$ cat config.mk
export PLATFORM = sky130hd
export DESIGN_NAME = csv_byte_tokenizer
export DESIGN_NICKNAME = d
export VERILOG_FILES = /design/src/hw/rtl/cbt_pkg.sv /design/src/hw/rtl/cbt_front.sv /design/src/hw/rtl/cbt_fifo.sv /design/src/hw/rtl/cbt_back.sv /design/src/hw/rtl/csv_byte_tokenizer.sv
export VERILOG_INCLUDE_DIRS = /design/src /design/src/hw/rtl
export SDC_FILE = /design/constraint.sdc
export NUM_CORES = 1
export LEC_CHECK = 0
export ABC_AREA = 1
export BUFFER_PORTS_ARGS = -buffer_cell sky130_fd_sc_hd__buf_2
export CAP_MARGIN = 25
export CORE_ASPECT_RATIO = 0.8
export CORE_MARGIN = 4
export CORE_UTILIZATION = 45
export CTS_BUF_LIST = sky130_fd_sc_hd__clkbuf_4
export CTS_CLUSTER_DIAMETER = 60
export DETAILED_ROUTE_END_ITERATION = 6
export GPL_TIMING_DRIVEN = 0
export PLACE_DENSITY = 0.66
export SKIP_LAST_GASP = 1
export SLEW_MARGIN = 0
export SYNTH_ARGS = -nofsm -noshare
export SYNTH_HDL_FRONTEND = slang
export SYNTH_HIERARCHICAL = 1
export SYNTH_SLANG_ARGS = --single-unit
$ cat constraint.sdc
create_clock -name i_clk -period 5.4 [get_ports i_clk]
set_input_delay 1.08 -clock i_clk [delete_from_list [all_inputs] [get_ports i_clk]]
set_output_delay 1.08 -clock i_clk [all_outputs]
set_load 0.005 [all_outputs]
$ cat src/hw/rtl/csv_byte_tokenizer_assert.svh
// Assertion macros shared by the tokenizer modules.
`ifndef CSV_BYTE_TOKENIZER_ASSERT_SVH
`define CSV_BYTE_TOKENIZER_ASSERT_SVH

// The consequent must hold in the same cycle as the antecedent.
`define CBT_ASSERT_NOW(lbl, clk, rst_n, ante, cons) \
    lbl: assert property (@(posedge clk) disable iff (!rst_n) (ante) |-> (cons)) \
        else $error("tokenizer assertion failed");

// The consequent must hold in the cycle after the antecedent.
`define CBT_ASSERT_NEXT(lbl, clk, rst_n, ante, cons) \
    lbl: assert property (@(posedge clk) disable iff (!rst_n) (ante) |=> (cons)) \
        else $error("tokenizer assertion failed");

`endif

$ cat src/hw/rtl/cbt_pkg.sv
`default_nettype none

package cbt_pkg;

    localparam int COL_W = 8;
    localparam int ROW_W = 16;
    localparam logic [COL_W-1:0] COL_MAX = {COL_W{1'b1}};
    localparam logic [ROW_W-1:0] ROW_MAX = {ROW_W{1'b1}};

    localparam int FIFO_AW = 2;
    localparam int FIFO_DEPTH = 1 << FIFO_AW;

    localparam logic [7:0] BYTE_LF = 8'd10;
    localparam logic [7:0] BYTE_CR = 8'd13;
    localparam logic [7:0] BYTE_QUOTE = 8'h22;
    localparam logic [7:0] BYTE_COMMA = 8'd44;
    localparam logic [7:0] DELIM_RESET = 8'd44;

    localparam logic [1:0] ERR_NONE = 2'd0;
    localparam logic [1:0] ERR_BYTE = 2'd1;
    localparam logic [1:0] ERR_CR = 2'd2;

    typedef struct packed {
        logic nul;
        logic dlm;
        logic lf;
        logic cr;
        logic quo;
        logic txt;
        logic comma;
    } t_cls;

    typedef struct packed {
        logic [7:0] data_byte;
        logic       eot;
        t_cls       cls;
    } t_item;

    typedef struct packed {
        logic [7:0]       echo_byte;
        logic             is_content;
        logic             field_done;
        logic             empty_field;
        logic             row_done;
        logic [COL_W-1:0] column_index;
        logic [ROW_W-1:0] row_index;
        logic [1:0]       err_code;
        logic             stream_end;
    } t_res;

endpackage

`default_nettype wire

$ cat src/hw/rtl/cbt_front.sv
`default_nettype none

module cbt_front (
    input  wire logic           i_tvalid,
    output logic                o_tready,
    input  wire logic [7:0]     i_tdata,
    input  wire logic           i_tlast,
    input  wire logic [7:0]     i_delim,
    input  wire logic           i_full,
    output logic                o_push,
    output cbt_pkg::t_item      o_item
);

    logic [7:0] b;

    assign b = i_tdata;
    assign o_tready = !i_full;
    assign o_push = i_tvalid && !i_full;

    always_comb begin
        o_item.data_byte = b;
        o_item.eot = i_tlast;
        o_item.cls.nul = (b == 8'd0);
        o_item.cls.dlm = (b == i_delim);
        o_item.cls.lf = (b == cbt_pkg::BYTE_LF);
        o_item.cls.cr = (b == cbt_pkg::BYTE_CR);
        o_item.cls.quo = (b == cbt_pkg::BYTE_QUOTE);
        o_item.cls.comma = (b == cbt_pkg::BYTE_COMMA);
        o_item.cls.txt = (b != i_delim) &&
                         (b inside {8'd32, 8'd33, [8'd35:8'd43], [8'd45:8'd255]});
    end

endmodule

`default_nettype wire

$ cat src/hw/rtl/cbt_fifo.sv
`default_nettype none

`include "csv_byte_tokenizer_assert.svh"

module cbt_fifo (
    input  wire logic           i_clk,
    input  wire logic           i_rst_n,
    input  wire logic           i_push,
    input  wire cbt_pkg::t_item i_item,
    output logic                o_full,
    input  wire logic           i_pop,
    output logic                o_valid,
    output cbt_pkg::t_item      o_item
);

    localparam logic [cbt_pkg::FIFO_AW:0] FIFO_FULL = (cbt_pkg::FIFO_AW + 1)'(cbt_pkg::FIFO_DEPTH);

    cbt_pkg::t_item r_mem [cbt_pkg::FIFO_DEPTH];
    logic [cbt_pkg::FIFO_AW-1:0] r_wr, r_rd;
    logic [cbt_pkg::FIFO_AW:0]   r_count;

    assign o_full = (r_count == FIFO_FULL);
    assign o_valid = (r_count != '0);
    assign o_item = r_mem[r_rd];

    always_ff @(posedge i_clk) begin
        if (i_push) begin
            r_mem[r_wr] <= i_item;
        end
    end

    always_ff @(posedge i_clk) begin
        if (!i_rst_n) begin
            r_wr <= '0;
            r_rd <= '0;
            r_count <= '0;
        end else begin
            if (i_push) begin
                r_wr <= r_wr + 1'b1;
            end
            if (i_pop) begin
                r_rd <= r_rd + 1'b1;
            end
            case ({i_push, i_pop})
                2'b10: r_count <= r_count + 1'b1;
                2'b01: r_count <= r_count - 1'b1;
                default: r_count <= r_count;
            endcase
        end
    end

    `CBT_ASSERT_NOW(a_no_overflow, i_clk, i_rst_n, i_push, r_count != FIFO_FULL)

endmodule

`default_nettype wire

$ cat src/hw/rtl/cbt_back.sv
`default_nettype none

`include "csv_byte_tokenizer_assert.svh"

module cbt_back (
    input  wire logic           i_clk,
    input  wire logic           i_rst_n,
    input  wire logic           i_valid,
    input  wire cbt_pkg::t_item i_item,
    output logic                o_pop,
    output logic                o_valid,
    input  wire logic           i_ready,
    output cbt_pkg::t_res       o_res
);

    typedef enum logic [6:0] {
        M_START    = 7'b0000001,
        M_ITEM     = 7'b0000010,
        M_QUOTED   = 7'b0000100,
        M_QSEEN    = 7'b0001000,
        M_CR       = 7'b0010000,
        M_ERR_BYTE = 7'b0100000,
        M_ERR_CR   = 7'b1000000
    } t_mode;

    t_mode r_mode, n_mode;
    logic r_exp, n_exp;
    logic [cbt_pkg::COL_W-1:0] r_col, n_col, col_inc;
    logic [cbt_pkg::ROW_W-1:0] r_row, n_row, row_inc;
    cbt_pkg::t_res r_res, n_res;
    logic r_ovalid;
    logic bad;
    cbt_pkg::t_cls c;

    assign o_pop = i_valid && (!r_ovalid || i_ready);
    assign o_valid = r_ovalid;
    assign o_res = r_res;
    assign c = i_item.cls;
    assign col_inc = (r_col == cbt_pkg::COL_MAX) ? r_col : r_col + 1'b1;
    assign row_inc = (r_row == cbt_pkg::ROW_MAX) ? r_row : r_row + 1'b1;

    always_comb begin
        n_mode = r_mode;
        n_exp = r_exp;
        n_col = r_col;
        n_row = r_row;
        bad = 1'b0;
        n_res.echo_byte = i_item.data_byte;
        n_res.is_content = 1'b0;
        n_res.field_done = 1'b0;
        n_res.empty_field = 1'b0;
        n_res.row_done = 1'b0;
        n_res.column_index = r_col;
        n_res.row_index = r_row;
        n_res.err_code = cbt_pkg::ERR_NONE;
        n_res.stream_end = i_item.eot;

        case (r_mode)
            M_START: begin
                if (c.nul) begin
                    bad = 1'b1;
                end else if (c.dlm) begin
                    n_res.empty_field = r_exp;
                    n_col = col_inc;
                    n_exp = 1'b1;
                end else if (c.lf) begin
                    n_res.empty_field = r_exp;
                    n_res.row_done = 1'b1;
                    n_col = '0;
                    n_row = row_inc;
                    n_exp = 1'b1;
                    n_mode = M_START;
                end else if (c.cr) begin
                    n_mode = M_CR;
                end else if (c.quo) begin
                    n_res.is_content = 1'b1;
                    n_exp = 1'b0;
                    n_mode = M_QUOTED;
                end else if (c.txt) begin
                    n_res.is_content = 1'b1;
                    n_exp = 1'b0;
                    n_mode = M_ITEM;
                end else begin
                    bad = 1'b1;
                end
            end
            M_ITEM, M_QSEEN: begin
                if (c.nul) begin
                    bad = 1'b1;
                end else if (r_mode == M_QSEEN && c.quo) begin
                    n_res.is_content = 1'b1;
                    n_mode = M_QUOTED;
                end else if (c.dlm) begin
                    n_res.field_done = 1'b1;
                    n_col = col_inc;
                    n_exp = 1'b1;
                    n_mode = M_START;
                end else if (c.lf) begin
                    n_res.field_done = 1'b1;
                    n_res.row_done = 1'b1;
                    n_col = '0;
                    n_row = row_inc;
                    n_exp = 1'b1;
                    n_mode = M_START;
                end else if (c.cr) begin
                    n_res.field_done = 1'b1;
                    n_exp = 1'b0;
                    n_mode = M_CR;
                end else if (r_mode == M_ITEM && c.txt) begin
                    n_res.is_content = 1'b1;
                end else begin
                    bad = 1'b1;
                end
            end
            M_QUOTED: begin
                if (c.nul) begin
                    bad = 1'b1;
                end else if (c.quo) begin
                    n_res.is_content = 1'b1;
                    n_mode = M_QSEEN;
                end else if (c.txt || c.lf || c.cr || c.comma || c.dlm) begin
                    n_res.is_content = 1'b1;
                end else begin
                    bad = 1'b1;
                end
            end
            M_CR: begin
                if (c.lf) begin
                    n_res.empty_field = r_exp;
                    n_res.row_done = 1'b1;
                    n_col = '0;
                    n_row = row_inc;
                    n_exp = 1'b1;
                    n_mode = M_START;
                end else begin
                    n_res.err_code = cbt_pkg::ERR_CR;
                    n_mode = M_ERR_CR;
                end
            end
            M_ERR_BYTE: begin
                n_res.err_code = cbt_pkg::ERR_BYTE;
            end
            default: begin
                n_res.err_code = cbt_pkg::ERR_CR;
                n_mode = M_ERR_CR;
            end
        endcase

        if (bad) begin
            n_res.is_content = 1'b0;
            n_res.field_done = 1'b0;
            n_res.empty_field = 1'b0;
            n_res.row_done = 1'b0;
            n_res.err_code = cbt_pkg::ERR_BYTE;
            n_mode = M_ERR_BYTE;
        end

        if (i_item.eot) begin
            if (n_mode inside {M_ITEM, M_QUOTED, M_QSEEN}) begin
                n_res.field_done = 1'b1;
            end else if (n_mode == M_CR) begin
                n_res.err_code = cbt_pkg::ERR_CR;
                n_mode = M_ERR_CR;
            end
            if (!(n_mode inside {M_ERR_BYTE, M_ERR_CR})) begin
                n_mode = M_START;
                n_exp = 1'b1;
                n_col = '0;
                n_row = '0;
            end
        end
    end

    always_ff @(posedge i_clk) begin
        if (!i_rst_n) begin
            r_mode <= M_START;
            r_exp <= 1'b1;
            r_col <= '0;
            r_row <= '0;
            r_ovalid <= 1'b0;
        end else begin
            if (o_pop) begin
                r_mode <= n_mode;
                r_exp <= n_exp;
                r_col <= n_col;
                r_row <= n_row;
                r_ovalid <= 1'b1;
            end else if (i_ready) begin
                r_ovalid <= 1'b0;
            end
        end
    end

    always_ff @(posedge i_clk) begin
        if (o_pop) begin
            r_res <= n_res;
        end
    end

    `CBT_ASSERT_NEXT(a_err_sticky, i_clk, i_rst_n, r_mode == M_ERR_BYTE, r_mode == M_ERR_BYTE)
    `CBT_ASSERT_NOW(a_err_no_flags, i_clk, i_rst_n, r_ovalid && r_res.err_code != cbt_pkg::ERR_NONE, !r_res.is_content && !r_res.empty_field && !r_res.row_done)
    `CBT_ASSERT_NEXT(a_row_clears_col, i_clk, i_rst_n, o_pop && n_res.row_done, r_col == '0)

endmodule

`default_nettype wire

$ cat src/hw/rtl/csv_byte_tokenizer.sv
`default_nettype none

// CSV tokenizer, one text byte per word, RFC 4180 style with a separator byte set
// through the APB register at address 0 (comma after reset). Each input word yields
// exactly one result word that tags the byte as field text and reports field ends,
// empty fields, row ends, column and row index and a sticky error code. The block
// sustains one byte per clock cycle while the output is taken; that rate is set by
// the per-byte state update of the scanner state machine in the back end. A
// byte accepted at the input passes through a four-word queue between the byte
// classifier and the scanner, which absorbs short stalls on either side, and is
// then popped by the scanner into its registered result word.

module csv_byte_tokenizer (
    input  wire logic        i_clk,
    input  wire logic        i_rst_n,
    input  wire logic        i_s_tvalid,
    output logic             o_s_tready,
    // text_byte
    input  wire logic [7:0]  i_s_tdata,
    input  wire logic        i_s_tlast,
    output logic             o_m_tvalid,
    input  wire logic        i_m_tready,
    // echo_byte, is_content, field_done, empty_field, row_done,
    // column_index, row_index, err_code, zero fill
    output logic [39:0]      o_m_tdata,
    output logic             o_m_tlast,
    input  wire logic        psel,
    input  wire logic        penable,
    input  wire logic        pwrite,
    input  wire logic [1:0]  paddr,
    input  wire logic [31:0] pwdata,
    output logic [31:0]      prdata,
    output logic             pready
);

    logic [7:0] r_delim;
    logic push, full, pop, q_valid;
    cbt_pkg::t_item front_item, q_item;
    cbt_pkg::t_res res;

    assign pready = 1'b1;
    assign prdata = (paddr == 2'd0) ? {24'd0, r_delim} : 32'd0;

    always_ff @(posedge i_clk) begin
        if (!i_rst_n) begin
            r_delim <= cbt_pkg::DELIM_RESET;
        end else if (psel && penable && pwrite) begin
            r_delim <= pwdata[7:0];
        end
    end

    cbt_front u_front (
        .i_tvalid (i_s_tvalid),
        .o_tready (o_s_tready),
        .i_tdata  (i_s_tdata),
        .i_tlast  (i_s_tlast),
        .i_delim  (r_delim),
        .i_full   (full),
        .o_push   (push),
        .o_item   (front_item)
    );

    cbt_fifo u_fifo (
        .i_clk   (i_clk),
        .i_rst_n (i_rst_n),
        .i_push  (push),
        .i_item  (front_item),
        .o_full  (full),
        .i_pop   (pop),
        .o_valid (q_valid),
        .o_item  (q_item)
    );

    cbt_back u_back (
        .i_clk   (i_clk),
        .i_rst_n (i_rst_n),
        .i_valid (q_valid),
        .i_item  (q_item),
        .o_pop   (pop),
        .o_valid (o_m_tvalid),
        .i_ready (i_m_tready),
        .o_res   (res)
    );

    assign o_m_tdata = {2'b00, res.err_code, res.row_index, res.column_index,
                        res.row_done, res.empty_field, res.field_done,
                        res.is_content, res.echo_byte};
    assign o_m_tlast = res.stream_end;

endmodule

`default_nettype wire

# Word-level counts from Yosys, hierarchy flattened

Memories as Yosys holds them, arrays and structs flattened. A register that Yosys moved wholly into a read port is not among the register bits.
Index checks and enable logic that the tools add are counted.

Output and inout bits: 76
Memory bits (read-only): 0
Word-level logic and storage cells: 198
Latch bits: 0
Register bits after elaboration: 87
Memories: 1
RAM bits: 64

Muxes and demuxes: 118
Magnitude comparators: 4
Div/mod/pow operators: 0
$mul: 0
Bitwise gates (word level): 0
Shift operators: 0
Reduce and logical (&&, ||, !) cells: 26
Add/subtract/negate cells: 6
Equal/unequal tests: 25

Memories:

| name         | depth | width | read ports | clocked after Yosys merged registers in | wr ports | line           | RTL |
|---|---|---|---|---|---|---|---|
| u_fifo.r_mem | 4     | 16    | 1          | 1                                       | 1        | cbt_fifo.sv:18 | `cbt_pkg::t_item r_mem [cbt_pkg::FIFO_DEPTH];` |

Operator list:

| cell                                                                                 | count |
|---|---|
| 7-bit two-way mux                                                                    | 20 |
| 16-bit two-way mux                                                                   | 8 |
| 8-bit two-way mux                                                                    | 9 |
| 1-bit two-way mux                                                                    | 60 |
| 16-bit one-hot mux with 3 select lines                                               | 1 |
| 7-bit one-hot mux with 5 select lines                                                | 1 |
| 8-bit by 6-bit equality test with 1-bit output (second input constant)               | 4 |
| 8-bit one-hot mux with 3 select lines                                                | 1 |
| 2-bit two-way mux                                                                    | 10 |
| 16-bit by 1-bit adder with 16-bit output (second input constant)                     | 1 |
| 16-bit equality test (second input constant)                                         | 1 |
| 8-bit by 4-bit equality test with 1-bit output (second input constant)               | 2 |
| 8-bit by 6-bit greater-or-equal comparator with 1-bit output (second input constant) | 2 |
| 7-bit by 2-bit equality test with 1-bit output (second input constant)               | 2 |
| 7-bit by 3-bit equality test with 1-bit output (second input constant)               | 2 |
| 7-bit by 4-bit equality test with 1-bit output (second input constant)               | 2 |
| 7-bit by 5-bit equality test with 1-bit output (second input constant)               | 2 |
| 7-bit by 6-bit equality test with 1-bit output (second input constant)               | 2 |
| 1-bit one-hot mux with 3 select lines                                                | 4 |
| 1-bit logical AND                                                                    | 9 |
| 8-bit by 1-bit adder with 8-bit output (second input constant)                       | 1 |
| 8-bit equality test                                                                  | 1 |
| 8-bit equality test (second input constant)                                          | 1 |
| 8-bit by 6-bit less-or-equal comparator with 1-bit output (second input constant)    | 1 |
| 23 further kinds                                                                     | 32 |

# Longest topological paths before layout

Gate-level depths: netlist of run 1.

Depth after elaboration: 18
Depth in mapped cells: 18
Mapped depth without buffers: 15

# Hierarchy

Netlist of run 1, hierarchy kept.

Modules (own cells, without submodules):

| module             | cells each | area an instance (um2) | instances | sequential area each (um2) |
|---|---|---|---|---|
| cbt_back           | 532        | 3,993.8                | 1         | 1,831.8 |
| cbt_fifo           | 211        | 2,795.2                | 1         | 2,102.0 |
| csv_byte_tokenizer | 87         | 603.1                  | 1         | 160.2 |
| cbt_front          | 81         | 352.8                  | 1         | 0.0 |

# Least setup slack after synthesis of run 1

Ideal clock, no wire load.

Kind: input-to-reg
Start point: in i_m_tready
End point: reg u_fifo/r_count[2] (netlist name)
Setup slack: 2.252 ns
Arrival: 3.038 ns
Stages: 14
Path through: inv_1 > nand2_1 > nand2_1 > inv_1 > buf_2 > ha_1 > inv_2 > fa_1 > inv_1 > nand2_1 > nand3_1 > nand2_1 > inv_1 > nor2_1

Cells in the longest elaborated chain, start to end: 4

Ends and longest elaborated chain:

| element                                                                               | line                     | RTL |
|---|---|---|
| from (decl)                                                                           | csv_byte_tokenizer.sv:22 | `input wire logic i_m_tready,` |
| 1-bit logical OR (*)                                                                  | cbt_back.sv:35           | `assign o_pop = i_valid && (!r_ovalid \|\| i_ready);` |
| 1-bit logical AND (*)                                                                 | cbt_back.sv:35           |  |
| net pop                                                                               | csv_byte_tokenizer.sv:37 | `logic push, full, pop, q_valid;` |
| 2-bit by 1-bit equality test with 1-bit output or 2-bit equality test (tied branches) | cbt_fifo.sv:44           | `case ({i_push, i_pop})` |
| 3-bit one-hot mux with 2 select lines or 2-bit nonzero test (tied branches)           | n/a                      |  |
| to (signal assigned)                                                                  | cbt_fifo.sv:45           | `2'b10: r_count <= r_count + 1'b1;` |
| to (signal assigned)                                                                  | cbt_fifo.sv:46           | `2'b01: r_count <= r_count - 1'b1;` |
| to (signal assigned)                                                                  | cbt_fifo.sv:47           | `default: r_count <= r_count;` |
| to (decl)                                                                             | cbt_fifo.sv:20           | `logic [cbt_pkg::FIFO_AW:0] r_count;` |

Mark *: on every way through the listed nets, which the timed path passes. The rest lies on a longest branch.
A chain may end at the register's enable or synchronous reset.

==> results of run 1 <==
critical path, stage by stage, from the launching register on:
cell	delay, ps
dfxtp_1	470
buf_2	310
nor2_1	90
o22ai_1	550
inv_1	290
nand3_1	170
nor2_1	50
nand2_1	60
nand2_1	60
nor2_2	90
nand2_2	70
nand2_4	100
nand4_4	220
buf_4	270
nand2_1	70
a21oi_1	50
synth_stat cells (2+ instances only):
cell type,number
o21ai_1,31
buf_4,39
a31o_2,2
nand3_1,59
nor2_2,9
buf_1,2
nand4_1,16
a31oi_1,5
clkbuf_1,8
a21oi_1,50
inv_2,21
ha_1,7
inv_1,81
nor2_4,3
conb_1,2
o21ai_0,46
nand2_2,11
nor2_1,117
nand2_1,187
buf_2,9
nand3_2,5
nand2_4,2
buf_6,4
o22ai_1,16
dfxtp_1,50
nor3_1,10
edfxtp_1,103
through the flow:
| step | instances | cell area (sq um) | utilization |
|---|---|---|---|
| floorplan | 936 | 7840 | - |
| global placement | 1229 | 8480 | 0.507 |
| detailed placement | 1230 | 8500 | 0.509 |
| CTS | 1262 | 8810 | 0.527 |
| global route | 1263 | 8810 | 0.527 |
| finish | 1263 | 8810 | 0.527 |
layout make-up:
class                   instances  area [sq um]  area share
clock buffers                  18           135      0.0153
repair buffers                 74           385      0.0437
inverters                     103           387      0.0439
flip-flops and latches        153          4090       0.465
clock inverters                14           173      0.0196
well taps                     220           275      0.0312
diodes                          1          2.50    0.000284
multi-input cells             617          2920       0.332
plain buffers                  63           435      0.0494
layer usage:
metal / vias up / track usage / share of wire / wire, microns
met5: - / 0 / 0 / 0
met4: 0 / 0.0540 / 0.012 / 213
met3: 16 / 0.0484 / 0.088 / 1630
met2: 268 / 0.271 / 0.42 / 7770
met1: 2900 / 0.298 / 0.48 / 8870
li1: 3213 / - / - / -
flip-flops by register name (all words and copies together) (netlist names), named ones only:
signal          cells
r_delim             8
u_back/o_res       39
u_back/o_valid      1
u_back/r_col        8
u_back/r_exp        1
u_back/r_mode       7
u_back/r_row       16
u_fifo/r_count      3
u_fifo/r_mem       64
u_fifo/r_rd         2
u_fifo/r_wr         2
how the worst min path moves through the flow:
stage | to | slack, ps
finish | flop | 450
floorplan | flop | 410
global placement | flop | 430
CTS | flop | 450
global route | flop | 480
detailed placement | flop | 430
power breakdown:
part / total, mW / switching [mW] / internal (mW)
sequential: 1.70 / 0.115 / 1.59
clock: 0.744 / 0.417 / 0.328
combinational: 2.18 / 1.52 / 0.662
cells by family (layout without fill, tap and decap cells):
family,Yosys count,count (layout),synth area share
fa+ha+maj,8,8,0.0139
buf+inv,166,272,0.106
xor+xnor,1,1,0.00113
flops,153,153,0.529
compound gates,156,156,0.107
other cells,2,28,0.000970
simple gates,425,425,0.242
==> results.sh, run 1 <==
export IMPL_ios=126
export IMPL_timing_final_crit_period_ps=3100
export IMPL_yosys_area_top_type="edfxtp_1"
export IMPL_grt_total_usage=0.194
export IMPL_finClkSkew_ps=30.5
export IMPL_worst_hold_slack_ps=450
export IMPL_start_util=0.463
export IMPL_finalHoldViolations=0
export IMPL_cts_tree="done"
export IMPL_slew_headroom=0.472
export IMPL_antenna_found_initial=1
export IMPL_synth_seq_cells=153
export IMPL_synthTopCellsByArea="edfxtp_1 40%, dfxtp_1 13%, nand2_1 9.1%"
export IMPL_reg2reg_depth=15
export IMPL_clkTransAtPathRegs_ps=130
export IMPL_setup_viol=0
export IMPL_cts_setup_buffers=0
export IMPL_drive_gt1_frac=0.204
export IMPL_outcome="finished clean"
export IMPL_maxCapViolCount=0
export IMPL_nets=1087
export IMPL_slew_violations=0
export IMPL_fin_ws_ps=2300
export IMPL_cp_data_arrival_time_ps=3490
export IMPL_cts_resized_gates=0
export IMPL_hold_buffers=0
export IMPL_total_power_mw=4.63
export IMPL_drt_total_wl_microns=18500
export IMPL_die_w_microns=155
export IMPL_ant_nets=0
export IMPL_crit_end="u_back/r_col[4]"
export IMPL_holdPathStages=1
export IMPL_gp_congestion=0.924
export IMPL_pre_cts_ws_ps=2060
export IMPL_grt_pass1_wl_microns=30000
export IMPL_syn_inst=911
export IMPL_synth_avg_cell_area_sq_um=8.50
export IMPL_fp_coreArea_sq_um=16700
export IMPL_layout_commonest_cell="nand2_1"
export IMPL_period_share=0.573
export IMPL_design_die_area_sq_um=19400
export IMPL_powerDensity_nw_per_um2=526
export IMPL_final_cell_mix="187 x nand2_1, 117 x nor2_1, 103 x edfxtp_1, 82 x buf_2, 81 x inv_1"
export IMPL_drt_iter0_drc=647
export IMPL_synth_edff_count=103
export IMPL_synth_seq_area_share=0.529
export IMPL_grt_max_degree=35
export IMPL_leakagePower_nw=3.75
export IMPL_drcViolationCount=0
export IMPL_cts_root_buf="clkbuf_4"
export IMPL_io_buffers=73
export IMPL_die_h_microns=125
export IMPL_r2r_end="u_back/r_col[4]"
export IMPL_clkLatencyLatePin_ps=560
export IMPL_ys_flop_type="edfxtp_1"
export IMPL_dr_pass1_iters=6
export IMPL_reg2reg_setup_slack_ps=2300
export IMPL_worstHoldStart="u_fifo/r_rd[1]"
export IMPL_wl_per_cell_microns=14.6
export IMPL_synth_async_sr_flop_share=0
export IMPL_worstSetupPathType="reg2reg"
export IMPL_dp_hpwl_microns=13100
export IMPL_synth_cell_types=43
export IMPL_vdd_drop_max_mv=0.241
export IMPL_cts_sinks=153
export IMPL_fillCellCount=1631
export IMPL_tns_ps=0
export IMPL_vias_per_cell=5.06
export IMPL_yosysWarnings=6
export IMPL_syn_area_sq_um=7740
export IMPL_vias=6397
export IMPL_tightest_slew_ps=791
export IMPL_grt_overflow=0
export IMPL_clockBufferDepth=2
export IMPL_num_rows=42
export IMPL_syn_to_final_growth_pct=13.7
export IMPL_grt_pass1_vias=5824
export IMPL_start_kind="flop"
export IMPL_end_kind="flop"
export IMPL_synth_top_cell_area_share=0.399
export IMPL_rsz0062_at_grt="no"
export IMPL_fmax_mhz=323
export IMPL_cp_required_ps=5800
export IMPL_htreeDepth=4
export IMPL_cp_max_fo=10
export IMPL_hold_path_class="reg2reg"
export IMPL_cts_buffers=17
Note: power is estimated with default switching activity, not from simulation.
==> inputs of run 2 (changes only) <==
PLACE_DENSITY = 0.68   (was 0.66)
clock period = 2.6 ns   (was 5.4 ns; I/O delays follow)
==> run 2 against run 1 <==
Effect of this change:
- fmax grew 25%
- largest cell class unchanged
- clock-buffer cell count did not move
- sequential cell count unchanged
- combinational power is 120% higher
- cell area grew 1.1%
- highest routed layer unchanged
- clock power up 110%
- first-iteration DRC count up 28%
- non-clock buffer count grew 3
- register-to-register slack lost 2200 ps
==> results.sh, run 2 (synthesis results as in run 1) <==
export IMPL_dr_pass1_iters=6
export IMPL_fp_coreArea_sq_um=16700
export IMPL_syn_to_final_growth_pct=15.0
export IMPL_largest_reg_flops=64
export IMPL_regMostFlops="u_fifo/r_mem"
export IMPL_start_kind="flop"
export IMPL_htreeDepth=4
export IMPL_tightest_slew_ps=781
export IMPL_holdPathStages=1
export IMPL_vias=6472
export IMPL_hold_path_class="in2reg"
export IMPL_ant_nets=0
export IMPL_io_buffers=73
export IMPL_clkLatencyLatePin_ps=570
export IMPL_timing_final_crit_period_ps=2480
export IMPL_drt_iter0_drc=826
export IMPL_powerDensity_nw_per_um2=1100
export IMPL_worstSetupPathType="reg2reg"
export IMPL_cp_data_arrival_time_ps=2980
export IMPL_drt_met1_wl_microns=8920
export IMPL_ios=126
export IMPL_grt_pass1_wl_microns=30000
export IMPL_drive_gt1_frac=0.215
export IMPL_drt_total_wl_microns=18400
export IMPL_drcViolationCount=0
export IMPL_final_cell_mix="187 x nand2_1, 116 x nor2_1, 103 x edfxtp_1, 80 x inv_1, 76 x buf_2"
export IMPL_die_w_microns=155
export IMPL_top_layer="met4"
export IMPL_slew_headroom=0.479
export IMPL_wl_per_cell_microns=14.5
export IMPL_dp_hpwl_microns=13000
export IMPL_layout_commonest_cell="nand2_1"
export IMPL_grt_pass1_vias=5920
export IMPL_wl_met2_microns=7570
export IMPL_grt_max_degree=33
export IMPL_reg2reg_depth=13
export IMPL_design_die_area_sq_um=19400
export IMPL_num_rows=42
export IMPL_period_share=0.954
export IMPL_cp_required_ps=3100
export IMPL_die_h_microns=125
export IMPL_cts_root_buf="clkbuf_4"
export IMPL_finish_utilization=0.533
export IMPL_start_util=0.463
export IMPL_cp_max_fo=10
export IMPL_hold_buffers=0
export IMPL_slew_violations=0
export IMPL_clockBufferDepth=2
export IMPL_antenna_found_initial=1
export IMPL_cts_sinks=153
export IMPL_setup_viol=0
export IMPL_met3_wirelength_microns=1600
export IMPL_end_kind="flop"
export IMPL_grt_overflow=0
export IMPL_leakagePower_nw=3.79
export IMPL_finClkSkew_ps=25.0
export IMPL_maxCapViolCount=0
export IMPL_grt_total_usage=0.193
export IMPL_cts_buffers=17
export IMPL_clkTransAtPathRegs_ps=130
export IMPL_reg2reg_setup_slack_ps=120
export IMPL_fmax_mhz=403
export IMPL_nets=1090
export IMPL_finalHoldViolations=0
export IMPL_gp_congestion=0.942
export IMPL_cts_tree="done"
export IMPL_vias_per_cell=5.11
export IMPL_place_area_sq_um=8500
export IMPL_vdd_drop_max_mv=0.535
export IMPL_outcome="finished clean"
export IMPL_stdcell_area_sq_um=8900
==> run 2: cell count changes in the layout (fill, tap and decap cells not counted), sizes merged <==
cell	change
clkbuf	+3
clkinvlp	-2
clkinv	+2
==> run 2: repair_timing <==
action | 4_1_cts | 5_1_grt
gates resized for setup | 11 | 13
pin swaps | 1 | 2
endpoints found under the hold margin | 0 | 0
setup endpoints to repair | 32 | 29
buffers inserted | 0 | 3
==> run 2: final timing paths <==
kind	start	endpoint
worst max-delay path	flop	u_back/r_row[7]
worst min-delay path	i_s_tlast	u_fifo/r_mem[3][7]
worst max register to register	flop	u_back/r_row[7]
worst min register to register	u_fifo/r_rd[1]	flop
==> run 2: area by class of cell <==
cell class,instances,area [sq um]
Antenna cell,1,2.50
Buffer,63,467
Clock buffer,18,135
Clock inverter,14,175
Fill cell,1556,7810
Inverter,103,387
Multi-Input combinational cell,617,2960
Sequential cell,153,4100
Tap cell,220,275
Timing Repair Buffer,77,408
==> run 2: per-layer routing <==
metal,GRT usage,vias to the layer above
met2,0.269,292
met3,0.0418,25
met1,0.299,2919
li1,-,3236
met4,0.0628,0
met5,0,-
==> run 2: critical path: stages, from the launching register on <==
cell and delay, ps:
dfxtp_4 400, inv_2 120, clkbuf_4 220, o21ai_1 90, o22ai_1 150, buf_6 200
inv_1 180, nor2_2 340, nand2_2 210, inv_1 150, nand2_1 70, nand2_1 70
nand3_1 70, a21oi_1 150
==> run 2: metrics by stage <==
step / worst slack (ps) / hold slack [ps] / std cells / total power, mW / TNS [ps]
6_report: 118 / 153 / 1266 / 9.78 / 0
5_1_grt: -12.4 / 116 / 1266 / 10.5 / -15.8
4_1_cts: 20.9 / 112 / 1262 / 9.68 / 0
3_5_place_dp: -511 / 431 / 1230 / 8.05 / -12020
3_3_place_gp: -701 / 426 / 1229 / 7.98 / -14010
2_1_floorplan: 12.2 / 412 / 936 / 6.56 / 0
==> run 2: where the power goes <==
| group | total [mW] | switching (mW) | internal, mW |
|---|---|---|---|
| Clock | 1.55 | 0.868 | 0.684 |
| Sequential | 3.54 | 0.242 | 3.30 |
| Combinational | 4.69 | 3.18 | 1.50 |
==> inputs of run 3 (changes only) <==
RECOVER_POWER = 50   (was default)
==> run 3 against run 2 <==
Effect of this change:
- core utilization decreased by 0.42 points
- sequential cell count stayed put
- power decreased by 0.27%
- final cell count unchanged
- critical path depth unchanged
- global-route usage is the same
- critical path type unchanged
- critical endpoint unchanged
- largest cell class unchanged
==> results.sh, run 3 (synthesis results as in run 1) <==
export IMPL_outcome="finished clean"
export IMPL_antenna_found_initial=1
export IMPL_drt_total_wl_microns=18500
export IMPL_power_share_combinational=0.477
export IMPL_grt_overflow=0
export IMPL_drive_gt1_frac=0.178
export IMPL_leakagePower_nw=3.68
export IMPL_cts_tree="done"
export IMPL_finClkSkew_ps=24.6
export IMPL_reg2reg_depth=13
export IMPL_vias=6506
export IMPL_fp_coreArea_sq_um=16700
export IMPL_ant_nets=0
export IMPL_htreeDepth=4
export IMPL_nets=1090
export IMPL_worstSetupPathType="reg2reg"
export IMPL_clockBufferDepth=2
export IMPL_io_buffers=73
export IMPL_cp_max_fo=10
export IMPL_num_rows=42
export IMPL_fin_ws_ps=124
export IMPL_final_cell_mix="187 x nand2_1, 117 x nor2_1, 103 x edfxtp_1, 81 x inv_1, 59 x nand3_1"
export IMPL_die_h_microns=125
export IMPL_cp_cell_sequence="inv_2 > clkbuf_4 > o21ai_1 > o22ai_1 > buf_6 > inv_1 > nor2_2 > nand2_2 > inv_1 > nand2_1 > nand2_1 > nand3_1 > a21oi_1"
export IMPL_fillCellCount=1569
export IMPL_period_share=0.952
export IMPL_final_cells=1266
export IMPL_r2r_end="u_back/r_row[7]"
export IMPL_reg2reg_setup_slack_ps=120
export IMPL_grt_pass1_vias=5920
export IMPL_start_util=0.463
export IMPL_slowest_stage="dfxtp_4"
export IMPL_place_area_sq_um=8500
export IMPL_seq_power_share=0.364
export IMPL_vias_per_cell=5.14
export IMPL_crit_end="u_back/r_row[7]"
export IMPL_dr_pass1_iters=6
export IMPL_maxCapViolCount=0
export IMPL_cts_buffers=17
export IMPL_clkLatencyLatePin_ps=570
export IMPL_dp_hpwl_microns=13000
export IMPL_max_stage_delay_ps=400
export IMPL_hold_path_class="in2reg"
export IMPL_largest_reg_flops=64
export IMPL_syn_to_final_growth_pct=14.1
export IMPL_finalHoldViolations=0
export IMPL_regMostFlops="u_fifo/r_mem"
export IMPL_cts_sinks=153
export IMPL_end_kind="flop"
export IMPL_clkTransAtPathRegs_ps=140
export IMPL_internal_power_mw=5.45
export IMPL_ff_latch_area_sq_um=4100
export IMPL_stdcell_area_sq_um=8830
export IMPL_layout_commonest_cell="nand2_1"
export IMPL_grt_max_degree=33
export IMPL_drt_iter0_drc=717
export IMPL_slew_violations=0
export IMPL_gp_congestion=0.942
export IMPL_multiInputGateArea_sq_um=2950
export IMPL_tightest_slew_ps=794
export IMPL_ios=126
export IMPL_cts_root_buf="clkbuf_4"
export IMPL_timing_final_crit_period_ps=2480
export IMPL_powerDensity_nw_per_um2=1100
export IMPL_wl_per_cell_microns=14.6
export IMPL_grt_total_usage=0.193
export IMPL_tns_ps=0
export IMPL_switching_power_mw=4.31
export IMPL_grt_pass1_wl_microns=30000
export IMPL_cp_required_ps=3100
export IMPL_setup_viol=0
export IMPL_pwr_share_clk=0.159
export IMPL_fmax_mhz=404
export IMPL_dpl_cell_count=1230
export IMPL_p_sw_frac=0.442
export IMPL_pre_cts_ws_ps=-511
export IMPL_cp_data_arrival_time_ps=2980
export IMPL_slew_headroom=0.470
export IMPL_vdd_drop_max_mv=0.530
export IMPL_drcViolationCount=0
export IMPL_start_kind="flop"
export IMPL_die_w_microns=155
export IMPL_design_die_area_sq_um=19400
run 3: timing repair:
| action | 4_1_cts | 5_1_grt |
|---|---|---|
| gates resized for setup | 11 | 13 |
| setup buffers | 0 | 3 |
| pin swaps | 1 | 2 |
| setup endpoints to repair | 32 | 29 |
| hold buffers | 0 | 0 |
run 3: area by class of cell:
cell class / instances / area share
Clock inverter: 14 / 0.0198
Clock buffer: 18 / 0.0153
Timing Repair Buffer: 77 / 0.0423
Antenna cell: 1 / 0.000283
Sequential cell: 153 / 0.464
Tap cell: 220 / 0.0312
Inverter: 103 / 0.0438
Multi-Input combinational cell: 617 / 0.334
Buffer: 63 / 0.0490
run 3: per-layer routing:
metal | wire, microns | up-vias | track usage | share of wire
met1 | 8960 | 2937 | 0.299 | 0.48
li1 | - | 3241 | - | -
met2 | 7590 | 305 | 0.269 | 0.41
met3 | 1650 | 23 | 0.0418 | 0.089
met4 | 284 | 0 | 0.0628 | 0.015
met5 | 0 | - | 0 | 0
run 3: how the worst min path moves through the flow:
stage                   start            endpoint  slack, ps  depth (start not counted)
6_report            pwdata[0]          r_delim[0]        150                          3
5_1_grt             pwdata[0]          r_delim[0]        130                          3
4_1_cts             i_s_tlast  u_fifo/r_mem[3][7]        110                          1
3_5_place_dp   u_fifo/r_rd[1]                flop        430                          1
2_1_floorplan  u_fifo/r_rd[1]                flop        410                          1
3_3_place_gp   u_fifo/r_rd[1]                flop        430                          1
run 3: per-stage QoR:
step                total power [mW]  hold slack, ps  utilization
floorplan                       6.56             412            -
global placement                7.98             426        0.507
detailed placement              8.05             431        0.509
CTS                             9.68             112        0.529
global route                    10.5             128        0.529
finish                          9.76             154        0.529
run 3: critical path, delay by kind of cell, from the launching register on:
kind	cells	cell delay, ps
AND/OR/NAND/NOR	5	740
AO/OA/AOI/OAI	3	390
buffers and inverters	5	870
flip-flops	1	400
run 3: power groups by stage:
stage,Combinational [mW],Clock (mW),Sequential (mW)
after floorplan,2.96,0,3.60
final,4.66,1.55,3.55
after global placement,4.38,0,3.60
after global routing,5.17,1.69,3.62
after detailed placement,4.45,0,3.60
after CTS,4.54,1.60,3.55
